### src/rtl/stbs_pkg.sv
// ----------------------------------------------------------------------------
// Sorted table binary search: shared package
// Field widths, operation and status codes, and the search result struct.
// ----------------------------------------------------------------------------
package stbs_pkg;

	localparam int ID_W     = 32;
	localparam int HANDLE_W = 32;
	localparam int KEY_W    = 16;
	localparam int INDEX_W  = 8;
	localparam int COUNT_W  = 9;
	localparam int ENTRY_W  = ID_W + 3 * HANDLE_W;

	typedef logic signed [ID_W-1:0]  id_t;
	typedef logic        [HANDLE_W-1:0] handle_t;
	typedef logic signed [KEY_W-1:0] key_t;
	typedef logic        [INDEX_W-1:0] index_t;
	typedef logic        [COUNT_W-1:0] count_t;

	typedef enum logic {
		OP_WRITE  = 1'b0,
		OP_LOOKUP = 1'b1
	} op_t;

	typedef enum logic {
		STATUS_OK   = 1'b0,
		STATUS_MISS = 1'b1
	} status_t;

	// One table entry as it sits in the entry memory.
	typedef struct packed {
		id_t     id;
		handle_t name;
		handle_t description;
		handle_t short_name;
	} entry_t;

	// Report from the search sequencer to the top level.
	typedef struct packed {
		logic done;
		logic hit;
	} srch_res_t;

endpackage

### src/rtl/stbs_search.sv
// ----------------------------------------------------------------------------
// Sorted table binary search: search sequencer
// Walks the split rule one pivot per cycle through a single compare unit.
// ----------------------------------------------------------------------------
module stbs_search #(
	parameter int TABLE_DEPTH = 256,
	localparam int AW = $clog2(TABLE_DEPTH),
	localparam int NW = $clog2(TABLE_DEPTH + 1)
) (
	input  logic                clk,
	input  logic                arst_n,
	input  logic                start,
	input  stbs_pkg::key_t      key,
	input  logic [NW-1:0]       count,
	input  stbs_pkg::id_t       rd_id,
	output logic                rd_en,
	output logic [AW-1:0]       rd_addr,
	output stbs_pkg::srch_res_t res
);
	import stbs_pkg::*;

	typedef enum logic [2:0] {
		SS_IDLE = 3'b001,
		SS_STEP = 3'b010,
		SS_MISS = 3'b100
	} sstate_t;

	sstate_t       state_q;
	id_t           key_q;
	logic [AW-1:0] base_q;
	logic [AW-1:0] piv_q;
	logic [NW-1:0] n_q;

	logic          eq;
	logic          gt;
	logic [NW-1:0] n_lo;
	logic [NW-1:0] n_hi;
	logic [NW-1:0] n_nxt;
	logic [AW-1:0] base_nxt;
	logic [AW-1:0] piv_nxt;
	logic [AW-1:0] piv_start;
	logic          finish;

	// The entry at piv_q arrives from the memory in this cycle.
	always_comb begin
		eq        = (rd_id == key_q);
		gt        = (key_q > rd_id);
		n_lo      = n_q >> 1;
		n_hi      = n_q - n_lo - NW'(1);
		n_nxt     = gt ? n_hi : n_lo;
		base_nxt  = gt ? AW'(piv_q + AW'(1)) : base_q;
		piv_nxt   = AW'(NW'(base_nxt) + (n_nxt >> 1));
		piv_start = AW'(count >> 1);
		finish    = eq || (n_nxt == '0);
	end

	always_comb begin
		rd_en    = 1'b0;
		rd_addr  = piv_start;
		res.done = 1'b0;
		res.hit  = 1'b0;
		unique case (state_q)
			SS_IDLE: begin
				rd_en = start && (count != '0);
			end
			SS_STEP: begin
				rd_en    = !finish;
				rd_addr  = piv_nxt;
				res.done = finish;
				res.hit  = eq;
			end
			SS_MISS: begin
				res.done = 1'b1;
			end
			default: begin
				rd_en = 1'b0;
			end
		endcase
	end

	always_ff @(posedge clk or negedge arst_n) begin
		if (!arst_n) begin
			state_q <= SS_IDLE;
		end else begin
			unique case (state_q)
				SS_IDLE: begin
					if (start) begin
						state_q <= (count == '0) ? SS_MISS : SS_STEP;
					end
				end
				SS_STEP: begin
					if (finish) begin
						state_q <= SS_IDLE;
					end
				end
				SS_MISS: begin
					state_q <= SS_IDLE;
				end
				default: begin
					state_q <= SS_IDLE;
				end
			endcase
		end
	end

	always_ff @(posedge clk) begin
		if (state_q == SS_IDLE && start) begin
			key_q  <= {{(ID_W - KEY_W){key[KEY_W-1]}}, key};
			n_q    <= count;
			base_q <= '0;
			piv_q  <= piv_start;
		end else if (state_q == SS_STEP && !finish) begin
			n_q    <= n_nxt;
			base_q <= base_nxt;
			piv_q  <= piv_nxt;
		end
	end

endmodule

### config.mk
export PLATFORM = sky130hd
export DESIGN_NAME = stbs_search
export DESIGN_NICKNAME = d
export VERILOG_FILES = /design/src/rtl/stbs_pkg.sv /design/src/rtl/stbs_search.sv
export SDC_FILE = /design/constraint.sdc
export NUM_CORES = 1
export LEC_CHECK = 0
export ABC_AREA = 1
export BUFFER_PORTS_ARGS = -buffer_cell sky130_fd_sc_hd__buf_2
export CORE_AREA = 10 10 136 88
export CTS_CLUSTER_SIZE = 8
export DETAILED_ROUTE_END_ITERATION = 10
export DIE_AREA = 0 0 146 98
export SYNTH_ARGS = -nofsm -noshare
export SYNTH_HDL_FRONTEND = slang
export SYNTH_SLANG_ARGS = --single-unit
export TNS_END_PERCENT = 10
### constraint.sdc
create_clock -name clk -period 6.55 [get_ports clk]
set_input_delay 1.31 -clock clk [delete_from_list [all_inputs] [get_ports clk]]
set_output_delay 1.31 -clock clk [all_outputs]
set_load 0.03 [all_outputs]
==> key figures, run 1 <==
Timing
  • Minimum setup slack in the final design: around 0.41 ns
  • Final Max Slew Viols: 0
  • Count of endpoints failing setup in the final report: 0
  • Max Clock Skew: 0.00642 ns
  • Setup repair after global routing missed its margin: no
  • Period Utilization, post-route: 93.7%
  • Transition at the pin with the smallest max-transition slack: ~0.84 ns
  • Time the final worst path needs with I/O delays and setup: 6.14 ns
  • Summed negative setup slack over all endpoints: 0 ns
  • Max Clk Rate: roughly 160 MHz
  • Smallest hold slack: 0.517 ns
  • Headroom to the max-slew limit: a little over two fifths
  • Count of endpoints failing hold in the final timing report: 0

CTS
  • Largest buffer count on any clock path: 2
  • Worst-Skew Late Latency: 0.29 ns
  • # Post-CTS Setup Buffers: 0
  • Count of H-tree levels built during CTS: 2
  • Number of buffers inserted during clock tree synthesis: 5
  • Clock slew seen by the registers of the worst setup and hold paths: 0.07 ns
  • Clock root buffer master: clkbuf_16
  • Sinks on Clock Net: 44
  • TritonCTS clock tree: yes

Hold path
  • Min-Delay Path Class: reg -> reg
  • Launch point of the worst hold path: base_q[7]
  • Count of cells along the worst hold path: 4

Cells and area
  • Post-Route Utilization: about 46%
  • Total inserted antenna cells: 0
  • Synthesis-to-layout area growth: 18.6%
  • Final net count: ~680
  • Post-Layout Inst Area: between 4000 and 5000 sq um
  • Fraction of final layout cells sized beyond drive strength 1: 16.9%
  • Most used cells in the layout excluding fill and tap cells: nand2_1, inv_1, buf_2
  • Filler instances: around 1000
  • Commonest non-fill, non-tap cell in the layout: nand2_1

Synthesis
  • Synth Register Bits: 44
  • Synth top area share: 26.8%
  • Gate count after technology mapping: 500
  • Post-synthesis async set-or-reset flop share: 6.82%
  • Total standard cell area after synthesis: 3700 sq um
  • Nets in the synthesized netlist: 610
  • Post-synth EDFFs: 33
  • Total of warnings raised by yosys: 0
  • Cell taking the most area after synthesis: edfxtp_1
  • Yosys cell types: 34
  • Post-Synthesis Mean Instance Area: between 7 and 8 sq um
  • Proportion of synthesized chip area in sequential cells: 33.2%
  • Leading register cell type out of synthesis: edfxtp_1
  • Cell types with the largest area share after synthesis: edfxtp_1, ha_1, nand2_1, inv_1, o21ai_0

GRT
  • Via count of the first global-routing pass: ~3200
  • Overall fraction of global-route tracks in use: 12.9%
  • Met2 Track Usage GR: 19.6%
  • First-pass GRT wire length: ~16000 um
  • Initial antenna violation count: 0
  • Pin count of the biggest net entering global routing: 38
  • Most used routing layer: met2
  • Met1 track demand over resource in global routing: 18.2%
  • Global-route met3 utilization: 3.04%
  • Sum of overflow across all layers after global routing: 0

Pwr
  • Logic pwr share: 64.6%
  • Net Switching: 0.00117 W
  • Sequential fraction of design power: a little under a quarter
  • Part of the total power dissipated in the clock network: 12.1%
  • Worst IR drop on VDD: approximately 0.25 mV
  • Power density cells: 552 nW/um^2
  • Internal portion of total power: 0.00125 W
  • Sw Share: 48.4%
  • Leakage: 2.36 nW

Job
  • Reported max-cap violation count: 0

Setup path
  • Start-to-end type of the worst setup path: in -> out
  • CP peak stage delay: 0.34 ns
  • Worst setup path end: rd_addr[7]
  • Type of destination of the critical path: output port
  • Crit-path slowest cell: ha_1
  • Reg2Reg Depth: 27
  • Arrival time at the worst endpoint: 4.83 ns
  • Critical path startpoint category: input port
  • Buf/Inv on CP: 6
  • Crit path launch: rd_id[7]
  • Family of cells with the greatest summed delay on the critical path: simple AND/OR/NAND/NOR gates
  • Req. time, crit path: between 5 and 6 ns
  • Internal reg-to-reg setup slack: 2.38 ns
  • Number of stages on the worst setup path: 32
  • Cell with the most instances on the worst path: nand2_1
  • Crit Path Max Fanout: 13
  • Worst R2R End: piv_q[7]
  • Startpoint of the lowest-slack register-to-register path: key_q[15]

Placement
  • Routability congestion estimate: about 0.89
  • Cell Area, Placed: 4190 sq um
  • DP HPWL: between 7000 and 8000 um
  • Post-place setup slack: 0.162 ns
  • IO Port Bufs: 70

Floorplan
  • Initial cell density of the core: roughly 39%
  • Placeable core area: approximately 9600 sq um
  • Die span in x: 146 um
  • Die Y: 98 um
  • Number of top-level design ports: 71
  • Die area: around 14000 sq um
  • Num rows: 28

Detailed routing
  • Count of nets left with antenna violations after detail routing: 0
  • Vias: 3294
  • Number of detailed-routing iterations run before antenna repair: 5
  • Routed len/inst: 13.3 um
  • Count of routing violations after the opening detailed-route iteration: about 180
  • Number of remaining DRC errors: 0
  • Via density per instance: 4.65
  • Drt total wl: roughly 9400 um

Status
  • Result of the run: completed
[tightest hold or removal path, stage by stage, from the launching register on]
cell,delay (ns)
dfxtp_1,0.31
inv_1,0.05
nand2_1,0.04
inv_1,0.04
nor2_1,0.03
[synthesized netlist by cell type (2+ instances only)]
cell / instances
a21oi_1: 24
buf_6: 2
clkbuf_1: 5
dfrtp_1: 2
dfxtp_1: 8
edfxtp_1: 33
fa_1: 2
ha_1: 48
inv_1: 103
nand2_1: 135
nand2_2: 5
nand3_1: 22
nand3_2: 2
nand3b_1: 3
nand4_1: 5
nor2_1: 28
nor2_2: 3
nor3_1: 3
nor4_1: 3
o21a_1: 2
o21ai_0: 33
o21ai_1: 3
xnor2_1: 3
xor2_1: 13
[through the flow]
step / instances / total power, W
final: 708 / 0.00242
after global routing: 708 / 0.00269
after CTS: 708 / 0.00242
after detailed placement: 700 / 0.00211
after global placement: 700 / 0.00210
after floorplan: 500 / 0.00174
[sequential cells by signal, indices dropped and copies added, names as in the netlist, named ones only]
name     count
base_q       7
state_q      3
n_q          9
piv_q        8
key_q       16
[logic make-up (layout without fill, tap and decap cells)]
| group | Yosys count | count (layout) | synth area share (%) |
|---|---|---|---|
| AO/OA/AOI/OAI | 65 | 65 | 9.13 |
| adder cells (fa/ha/maj) | 50 | 50 | 17.3 |
| flip-flops | 44 | 44 | 33.2 |
| XOR/XNOR | 16 | 16 | 3.79 |
| buffers and inverters | 113 | 186 | 12.0 |
| AND/OR/NAND/NOR | 212 | 212 | 24.6 |
[area by class of cell]
class / instances / area (sq um) / area share, %
repair buffers: 74 / 380 / 8.67
well taps: 135 / 169 / 3.85
clock buffers: 8 / 178 / 4.05
flip-flops and latches: 44 / 1230 / 28.0
inverters: 104 / 390 / 8.90
multi-input cells: 343 / 2040 / 46.5
[timing repair]
action,4_1_cts,5_1_grt
setup endpoints to repair,0,3
hold buffers,0,0
resized for setup,0,5
hold endpoints to repair,0,0
[worst min-delay path by stage]
stage                 to  slack (ns)
2_1_floorplan  base_q[2]        0.49
3_3_place_gp   base_q[7]        0.50
3_5_place_dp   base_q[7]        0.51
4_1_cts        base_q[7]        0.52
5_1_grt        base_q[5]        0.54
6_report       base_q[7]        0.52
[routing by layer]
layer / vias to the layer above / share of wire (%)
li1: 1742 / -
met1: 1471 / 50
met2: 79 / 41
met3: 2 / 7.6
met4: 0 / 0.61
met5: - / 0
[power groups by stage]
stage	registers (W)	clock network [W]	logic, W
floorplan	0.000545	0	0.00120
global placement	0.000566	0	0.00153
detailed placement	0.000568	0	0.00154
CTS	0.000564	0.000303	0.00155
global route	0.000578	0.000313	0.00180
finish	0.000564	0.000293	0.00156
No activity file was read; power rests on OpenSTA's default activity.
==> inputs of run 2 (changes only) <==
==> constraint.sdc (replaced) <==
create_clock -name clk -period 6.8 [get_ports clk]
set_input_delay 1.36 -clock clk [delete_from_list [all_inputs] [get_ports clk]]
set_output_delay 1.36 -clock clk [all_outputs]
set_load 0.03 [all_outputs]
==> run 2 against run 1 <==
  * Clock-buffer cell count unchanged
  * Non-clock buffer count is 1 lower
  * Largest cell class unchanged
  * Sequential power fell by 3.9%
  * First-iteration DRC count is 32% higher
  * Hold slack worse by 0.00098 ns
  * Utilization is 0.25 points lower
==> key figures, run 2 (synthesis results as in run 1) <==
Status
  • Result of the run: completed (unchanged)

Job
  • Reported max-cap violation count: 0 (unchanged)

Floorplan
  • Number of top-level design ports: 71 (unchanged)
  • Placeable core area: 9560 sq um (unchanged)
  • Die Y: 98 um (unchanged)
  • Die area: 14300 sq um (unchanged)
  • Initial cell density of the core: 38.7% (unchanged)
  • Num rows: 28 (unchanged)
  • Die span in x: 146 um (unchanged)

Cells and area
  • Fraction of final layout cells sized beyond drive strength 1: 16.4% (was 16.9%)
  • Synthesis-to-layout area growth: 17.9% (was 18.6%)
  • Commonest non-fill, non-tap cell in the layout: nand2_1 (unchanged)
  • Total inserted antenna cells: 0 (unchanged)
  • Post-Layout Inst Area: 4360 sq um (was 4390 sq um)
  • Most flops, register: key_q (unchanged)
  • Final net count: 681 (was 682)
  • Most used cells in the layout excluding fill and tap cells: nand2_1, inv_1, buf_2 (unchanged)
  • Largest registers ranked by flip-flop count: key_q x16, n_q x9, piv_q x8 (unchanged)
  • Number of flip-flops under the largest register name: 16 (unchanged)

CTS
  • Clock slew seen by the registers of the worst setup and hold paths: 0.07 ns (about the same)
  • Clock root buffer master: clkbuf_16 (unchanged)
  • Count of H-tree levels built during CTS: 2 (unchanged)
  • Largest buffer count on any clock path: 2 (unchanged)
  • TritonCTS clock tree: yes (unchanged)
  • Sinks on Clock Net: 44 (unchanged)
  • Worst-Skew Late Latency: 0.29 ns (about the same)
  • Number of buffers inserted during clock tree synthesis: 5 (unchanged)
  • # Post-CTS Setup Buffers: 0 (unchanged)

GRT
  • Via count of the first global-routing pass: 3207 (was 3206)
  • Pin count of the biggest net entering global routing: 38 (unchanged)
  • Initial antenna violation count: 0 (unchanged)
  • First-pass GRT wire length: 15500 um (was 15600 um)
  • Overall fraction of global-route tracks in use: 13.1% (was 12.9%)
  • Sum of overflow across all layers after global routing: 0 (unchanged)

Timing
  • Period Utilization, post-route: 93.9%
  • Time the final worst path needs with I/O delays and setup: 6.38 ns
  • Transition at the pin with the smallest max-transition slack: 0.844 ns (was 0.838 ns)
  • Count of endpoints failing hold in the final timing report: 0 (unchanged)
  • Max Clk Rate: 157 MHz
  • Smallest hold slack: 0.516 ns (was 0.517 ns)
  • Summed negative setup slack over all endpoints: 0 ns (unchanged)
  • Max Clock Skew: 0.00971 ns (was 0.00642 ns)
  • Headroom to the max-slew limit: 43.6% (was 44.0%)
  • Count of endpoints failing setup in the final report: 0 (unchanged)
  • Setup repair after global routing missed its margin: no (unchanged)
  • Final Max Slew Viols: 0 (unchanged)

Pwr
  • Sequential fraction of design power: 23.4% (was 23.3%)
  • Internal portion of total power: 0.00118 W (was 0.00125 W)
  • Logic pwr share: 65.2% (was 64.6%)
  • Net Switching: 0.00114 W (was 0.00117 W)
  • Part of the total power dissipated in the clock network: 11.4% (was 12.1%)
  • Leakage: 2.34 nW (was 2.36 nW)
  • Worst IR drop on VDD: 0.215 mV (was 0.247 mV)
  • Power density cells: 532 nW/um^2 (was 552 nW/um^2)
  • Sw Share: 49.1% (was 48.4%)

Detailed routing
  • Routed len/inst: 13.5 um (was 13.3 um)
  • Drt total wl: 9550 um (was 9400 um)
  • Count of nets left with antenna violations after detail routing: 0 (unchanged)
  • Number of remaining DRC errors: 0 (unchanged)
  • Vias: 3295 (was 3294)
  • Number of detailed-routing iterations run before antenna repair: 4 (was 5)
  • Via density per instance: 4.66 (was 4.65)
  • Count of routing violations after the opening detailed-route iteration: 232 (was 176)

Setup path
  • Family of cells with the greatest summed delay on the critical path: simple AND/OR/NAND/NOR gates (unchanged)
  • Crit-path slowest cell: ha_1 (unchanged)
  • Req. time, crit path: 5.44 ns (was 5.24 ns)
  • Arrival time at the worst endpoint: 5.02 ns (was 4.83 ns)
  • CP peak stage delay: 0.33 ns (was 0.34 ns)
  • Cell with the most instances on the worst path: nand2_1 (unchanged)
  • Internal reg-to-reg setup slack: 2.48 ns (was 2.38 ns)
  • Start-to-end type of the worst setup path: in -> out (unchanged)
  • Critical path startpoint category: input port (unchanged)
  • Type of destination of the critical path: output port (unchanged)
  • Crit Path Max Fanout: 22 (was 13)
  • Buf/Inv on CP: 5 (was 6)

Hold path
  • Min-Delay Path Class: reg -> reg (unchanged)

Placement
  • Cell Area, Placed: 4190 sq um (about the same)
  • Routability congestion estimate: 0.874 (was 0.891)
  • IO Port Bufs: 70 (unchanged)
  • DP HPWL: 7740 um (was 7640 um)
==> run 2: changes by cell type in the layout (fill, tap and decap cells not counted), sizes merged <==
cell,change
buf,-1
==> run 2: worst paths after layout <==
| check | start | end | cells after the start |
|---|---|---|---|
| worst max-delay path | rd_id[7] | rd_addr[7] | 31 |
| worst min-delay path | base_q[1] | base_q[1] | 4 |
| worst max register to register | key_q[15] | piv_q[7] | 27 |
| worst min register to register | base_q[1] | base_q[1] | 4 |
| max in group asynchronous | arst_n | state_q[0] | 1 |
| min in group asynchronous | arst_n | state_q[1] | 1 |
==> run 2: tightest hold or removal path, stage by stage, from the launching register on <==
cell	delay (ns)
dfxtp_1	0.30
inv_1	0.06
nand2_1	0.05
inv_1	0.04
nor2_1	0.03
==> run 2: power by group through the flow <==
stage | Combinational, W | Clock, W | Sequential [W]
2_1_floorplan | 0.00115 | 0 | 0.000525
3_3_place_gp | 0.00146 | 0 | 0.000546
3_5_place_dp | 0.00148 | 0 | 0.000548
4_1_cts | 0.00150 | 0.000272 | 0.000543
5_1_grt | 0.00175 | 0.000282 | 0.000556
6_report | 0.00151 | 0.000265 | 0.000542
==> run 2: timing repair <==
action	4_1_cts	5_1_grt
resized for setup	0	6
hold buffers	0	0
setup endpoints to repair	0	3
==> run 2: layout make-up <==
cell class	instances	area (sq um)
multi-input combinational	343	2040
inverter	104	390
fill	993	5200
sequential	44	1230
clock buffer	8	158
timing repair buffer	73	373
tap	135	169
==> run 2: per-layer routing <==
metal / part of all wire, % / vias to the layer above / GRT usage [%]
met5: 0 / - / 0
met4: 0.58 / 0 / 2.53
met3: 6.6 / 6 / 3.00
met2: 41 / 81 / 19.5
met1: 52 / 1465 / 18.8
li1: - / 1743 / -
==> run 2: stage by stage <==
stage | power (W) | worst slack [ns] | util [%] | std cells
6_report | 0.00232 | 0.416 | 45.6 | 707
5_1_grt | 0.00258 | 0.00579 | 45.6 | 707
4_1_cts | 0.00231 | 0.0941 | 45.4 | 707
3_5_place_dp | 0.00203 | 0.102 | 43.8 | 699
3_3_place_gp | 0.00201 | 0.170 | 43.8 | 699
2_1_floorplan | 0.00168 | 0.598 | - | 500
==> inputs of run 3 (changes only) <==
==> constraint.sdc (replaced) <==
create_clock -name clk -period 7.39 [get_ports clk]
set_input_delay 1.478 -clock clk [delete_from_list [all_inputs] [get_ports clk]]
set_output_delay 1.478 -clock clk [all_outputs]
set_load 0.03 [all_outputs]
==> run 3 against run 2 <==
  * Combinational power decreased by 9%
  * Setup slack improved by 0.19 ns
  * Hold slack got worse by 0.0014 ns
  * Sequential share of layout area increased by 0.28 points
  * Sequential power decreased by 7.9%
  * Via count about the same
  * Die area unchanged
  * Global-route usage about the same
  * Final area decreased by 0.98%
  * Cell count decreased by 0.14%
  * Utilization decreased by 0.44 points
  * Critical endpoint unchanged
  * Largest power group unchanged
==> key figures, run 3 (synthesis results as in run 1) <==
Cells and area
  • Most used cells in the layout excluding fill and tap cells: nand2_1, inv_1, buf_2 (unchanged)
  • Synthesis-to-layout area growth: 16.8% (was 17.9%)
  • Multi-input logic area: 2030 sq um (was 2040 sq um)
  • Commonest non-fill, non-tap cell in the layout: nand2_1 (unchanged)
  • Number of flip-flops under the largest register name: 16 (unchanged)
  • Final net count: 680 (was 681)
  • Largest registers ranked by flip-flop count: key_q x16, n_q x9, piv_q x8 (unchanged)
  • Non-filler cells in the finished layout: 706 (was 707)
  • Total inserted antenna cells: 0 (unchanged)
  • Sequential standard cell area: 1230 sq um (unchanged)
  • Post-Layout Inst Area: 4320 sq um (was 4360 sq um)
  • Filler instances: 986 (was 993)
  • Fraction of final layout cells sized beyond drive strength 1: 16.1% (was 16.4%)
  • Most flops, register: key_q (unchanged)

Placement
  • IO Port Bufs: 70 (unchanged)
  • Routability congestion estimate: 0.943 (was 0.874)
  • DP HPWL: 7710 um (was 7740 um)
  • Cells after DPL: 698 (was 699)
  • Post-place setup slack: 0.516 ns (was 0.102 ns)
  • Cell Area, Placed: 4180 sq um (was 4190 sq um)

Timing
  • Period Utilization, post-route: 91.9%
  • Headroom to the max-slew limit: 41.2% (was 43.6%)
  • Minimum setup slack in the final design: 0.602 ns (was 0.416 ns)
  • Count of endpoints failing setup in the final report: 0 (unchanged)
  • Max Clock Skew: 0.00651 ns (was 0.00971 ns)
  • Final Max Slew Viols: 0 (unchanged)
  • Time the final worst path needs with I/O delays and setup: 6.79 ns
  • Count of endpoints failing hold in the final timing report: 0 (unchanged)
  • Transition at the pin with the smallest max-transition slack: 0.880 ns (was 0.844 ns)
  • Summed negative setup slack over all endpoints: 0 ns (unchanged)
  • Setup repair after global routing missed its margin: no (unchanged)
  • Max Clk Rate: 147 MHz

Floorplan
  • Die area: 14300 sq um (unchanged)
  • Die Y: 98 um (unchanged)
  • Initial cell density of the core: 38.7% (unchanged)
  • Placeable core area: 9560 sq um (unchanged)
  • Die span in x: 146 um (unchanged)
  • Number of top-level design ports: 71 (unchanged)
  • Num rows: 28 (unchanged)

CTS
  • Clock slew seen by the registers of the worst setup and hold paths: 0.06 ns (was 0.07 ns)
  • CTS hold repair buffers: 0 (unchanged)
  • Clock root buffer master: clkbuf_16 (unchanged)
  • # Post-CTS Setup Buffers: 0 (unchanged)
  • Sinks on Clock Net: 44 (unchanged)
  • Number of buffers inserted during clock tree synthesis: 5 (unchanged)
  • Worst-Skew Late Latency: 0.29 ns (about the same)
  • Count of H-tree levels built during CTS: 2 (unchanged)
  • TritonCTS clock tree: yes (unchanged)
  • Largest buffer count on any clock path: 2 (unchanged)
  • Post-cts gate resize count: 0 (unchanged)

Hold path
  • Launch point of the worst hold path: base_q[4] (was base_q[1])
  • Destination of the worst hold path: base_q[4] (was base_q[1])
  • Min-Delay Path Class: reg -> reg (unchanged)
  • Count of cells along the worst hold path: 4 (unchanged)

Detailed routing
  • Number of detailed-routing iterations run before antenna repair: 5 (was 4)
  • Via density per instance: 4.67 (was 4.66)
  • Count of nets left with antenna violations after detail routing: 0 (unchanged)
  • Routed len/inst: 13.4 um (was 13.5 um)
  • Drt total wl: 9440 um (was 9550 um)
  • Number of remaining DRC errors: 0 (unchanged)
  • Vias: 3297 (was 3295)
  • Count of routing violations after the opening detailed-route iteration: 208 (was 232)

Setup path
  • Start-to-end type of the worst setup path: in -> out (unchanged)
  • Crit-path slowest cell: o21ai_1 (was ha_1)
  • Worst R2R End: piv_q[7] (unchanged)
  • Crit Path Max Fanout: 22 (unchanged)
  • Buf/Inv on CP: 6 (was 5)
  • Family of cells with the greatest summed delay on the critical path: simple AND/OR/NAND/NOR gates (unchanged)
  • Cell with the most instances on the worst path: nand2_1 (unchanged)
  • CP peak stage delay: 0.38 ns (was 0.33 ns)
  • Reg2Reg Depth: 24 (was 27)
  • Arrival time at the worst endpoint: 5.31 ns (was 5.02 ns)
  • Startpoint of the lowest-slack register-to-register path: key_q[15] (unchanged)
  • Critical path startpoint category: input port (unchanged)
  • Internal reg-to-reg setup slack: 2.84 ns (was 2.48 ns)
  • Req. time, crit path: 5.91 ns (was 5.44 ns)
  • Type of destination of the critical path: output port (unchanged)

GRT
  • Via count of the first global-routing pass: 3333 (was 3207)
  • Sum of overflow across all layers after global routing: 0 (unchanged)
  • Pin count of the biggest net entering global routing: 28 (was 38)
  • Initial antenna violation count: 0 (unchanged)
  • Overall fraction of global-route tracks in use: 13.1% (about the same)
  • First-pass GRT wire length: 15700 um (was 15500 um)

Pwr
  • Power density cells: 486 nW/um^2 (was 532 nW/um^2)
  • Overall power: 0.00210 W (was 0.00232 W)
  • Worst IR drop on VDD: 0.202 mV (was 0.215 mV)
  • Leakage: 2.32 nW (was 2.34 nW)

Status
  • Result of the run: completed (unchanged)

Job
  • Reported max-cap violation count: 0 (unchanged)
[run 3: cell types whose count changed in the layout (fill, tap and decap cells not counted)]
cell        previous run  this run
clkinvlp_4             0         1
o21ai_2                1         0
buf_4                  3         2
clkbuf_1               2         1
clkinv_1               0         1
nand2_2                4         5
clkbuf_16              6         5
nand2_8                1         0
o21ai_1                5         4
o21ai_0               30        32
[run 3: worst max path at each step]
stage                     startpoint         end  slack [ns]  cells after the start
final                       rd_id[7]  rd_addr[7]        0.60                     32
after global routing       rd_id[31]  rd_addr[7]        0.11                     28
after CTS                   rd_id[7]  rd_addr[7]        0.50                     32
after detailed placement    rd_id[7]  rd_addr[7]        0.52                     32
after global placement      rd_id[7]  rd_addr[7]        0.63                     32
after floorplan            rd_id[31]  rd_addr[6]        0.95                     22
[run 3: tightest hold or removal path, stage by stage, from the launching register on]
cell and delay (ns):
dfxtp_1 0.31, inv_1 0.05, nand2_1 0.04, inv_1 0.04, nor2_1 0.03
[run 3: power breakdown]
group	switching, W	internal, W	total [W]
registers	0.0000616	0.000438	0.000499
logic	0.000882	0.000497	0.00138
clock network	0.0000960	0.000124	0.000220
total	0.00104	0.00106	0.00210
[run 3: cell type report]
class | count | share of cell area (%)
multi-input combinational | 343 | 46.9
sequential | 44 | 28.4
inverter | 104 | 9.04
timing repair buffer | 72 | 8.46
tap | 135 | 3.91
clock buffer | 6 | 2.98
clock inverter | 2 | 0.261
[run 3: metal layers]
metal / vias to the layer above / GRT usage, % / part of all wire [%]
met2: 81 / 19.7 / 41
met4: 0 / 2.45 / 0.66
li1: 1732 / - / -
met5: - / 0 / 0
met1: 1479 / 19.0 / 53
met3: 5 / 2.58 / 5.3
[run 3: stage by stage]
stage | util, % | hold slack [ns]
2_1_floorplan | - | 0.486
3_3_place_gp | 43.7 | 0.497
3_5_place_dp | 43.7 | 0.504
4_1_cts | 45.2 | 0.516
5_1_grt | 45.2 | 0.565
6_report | 45.2 | 0.514
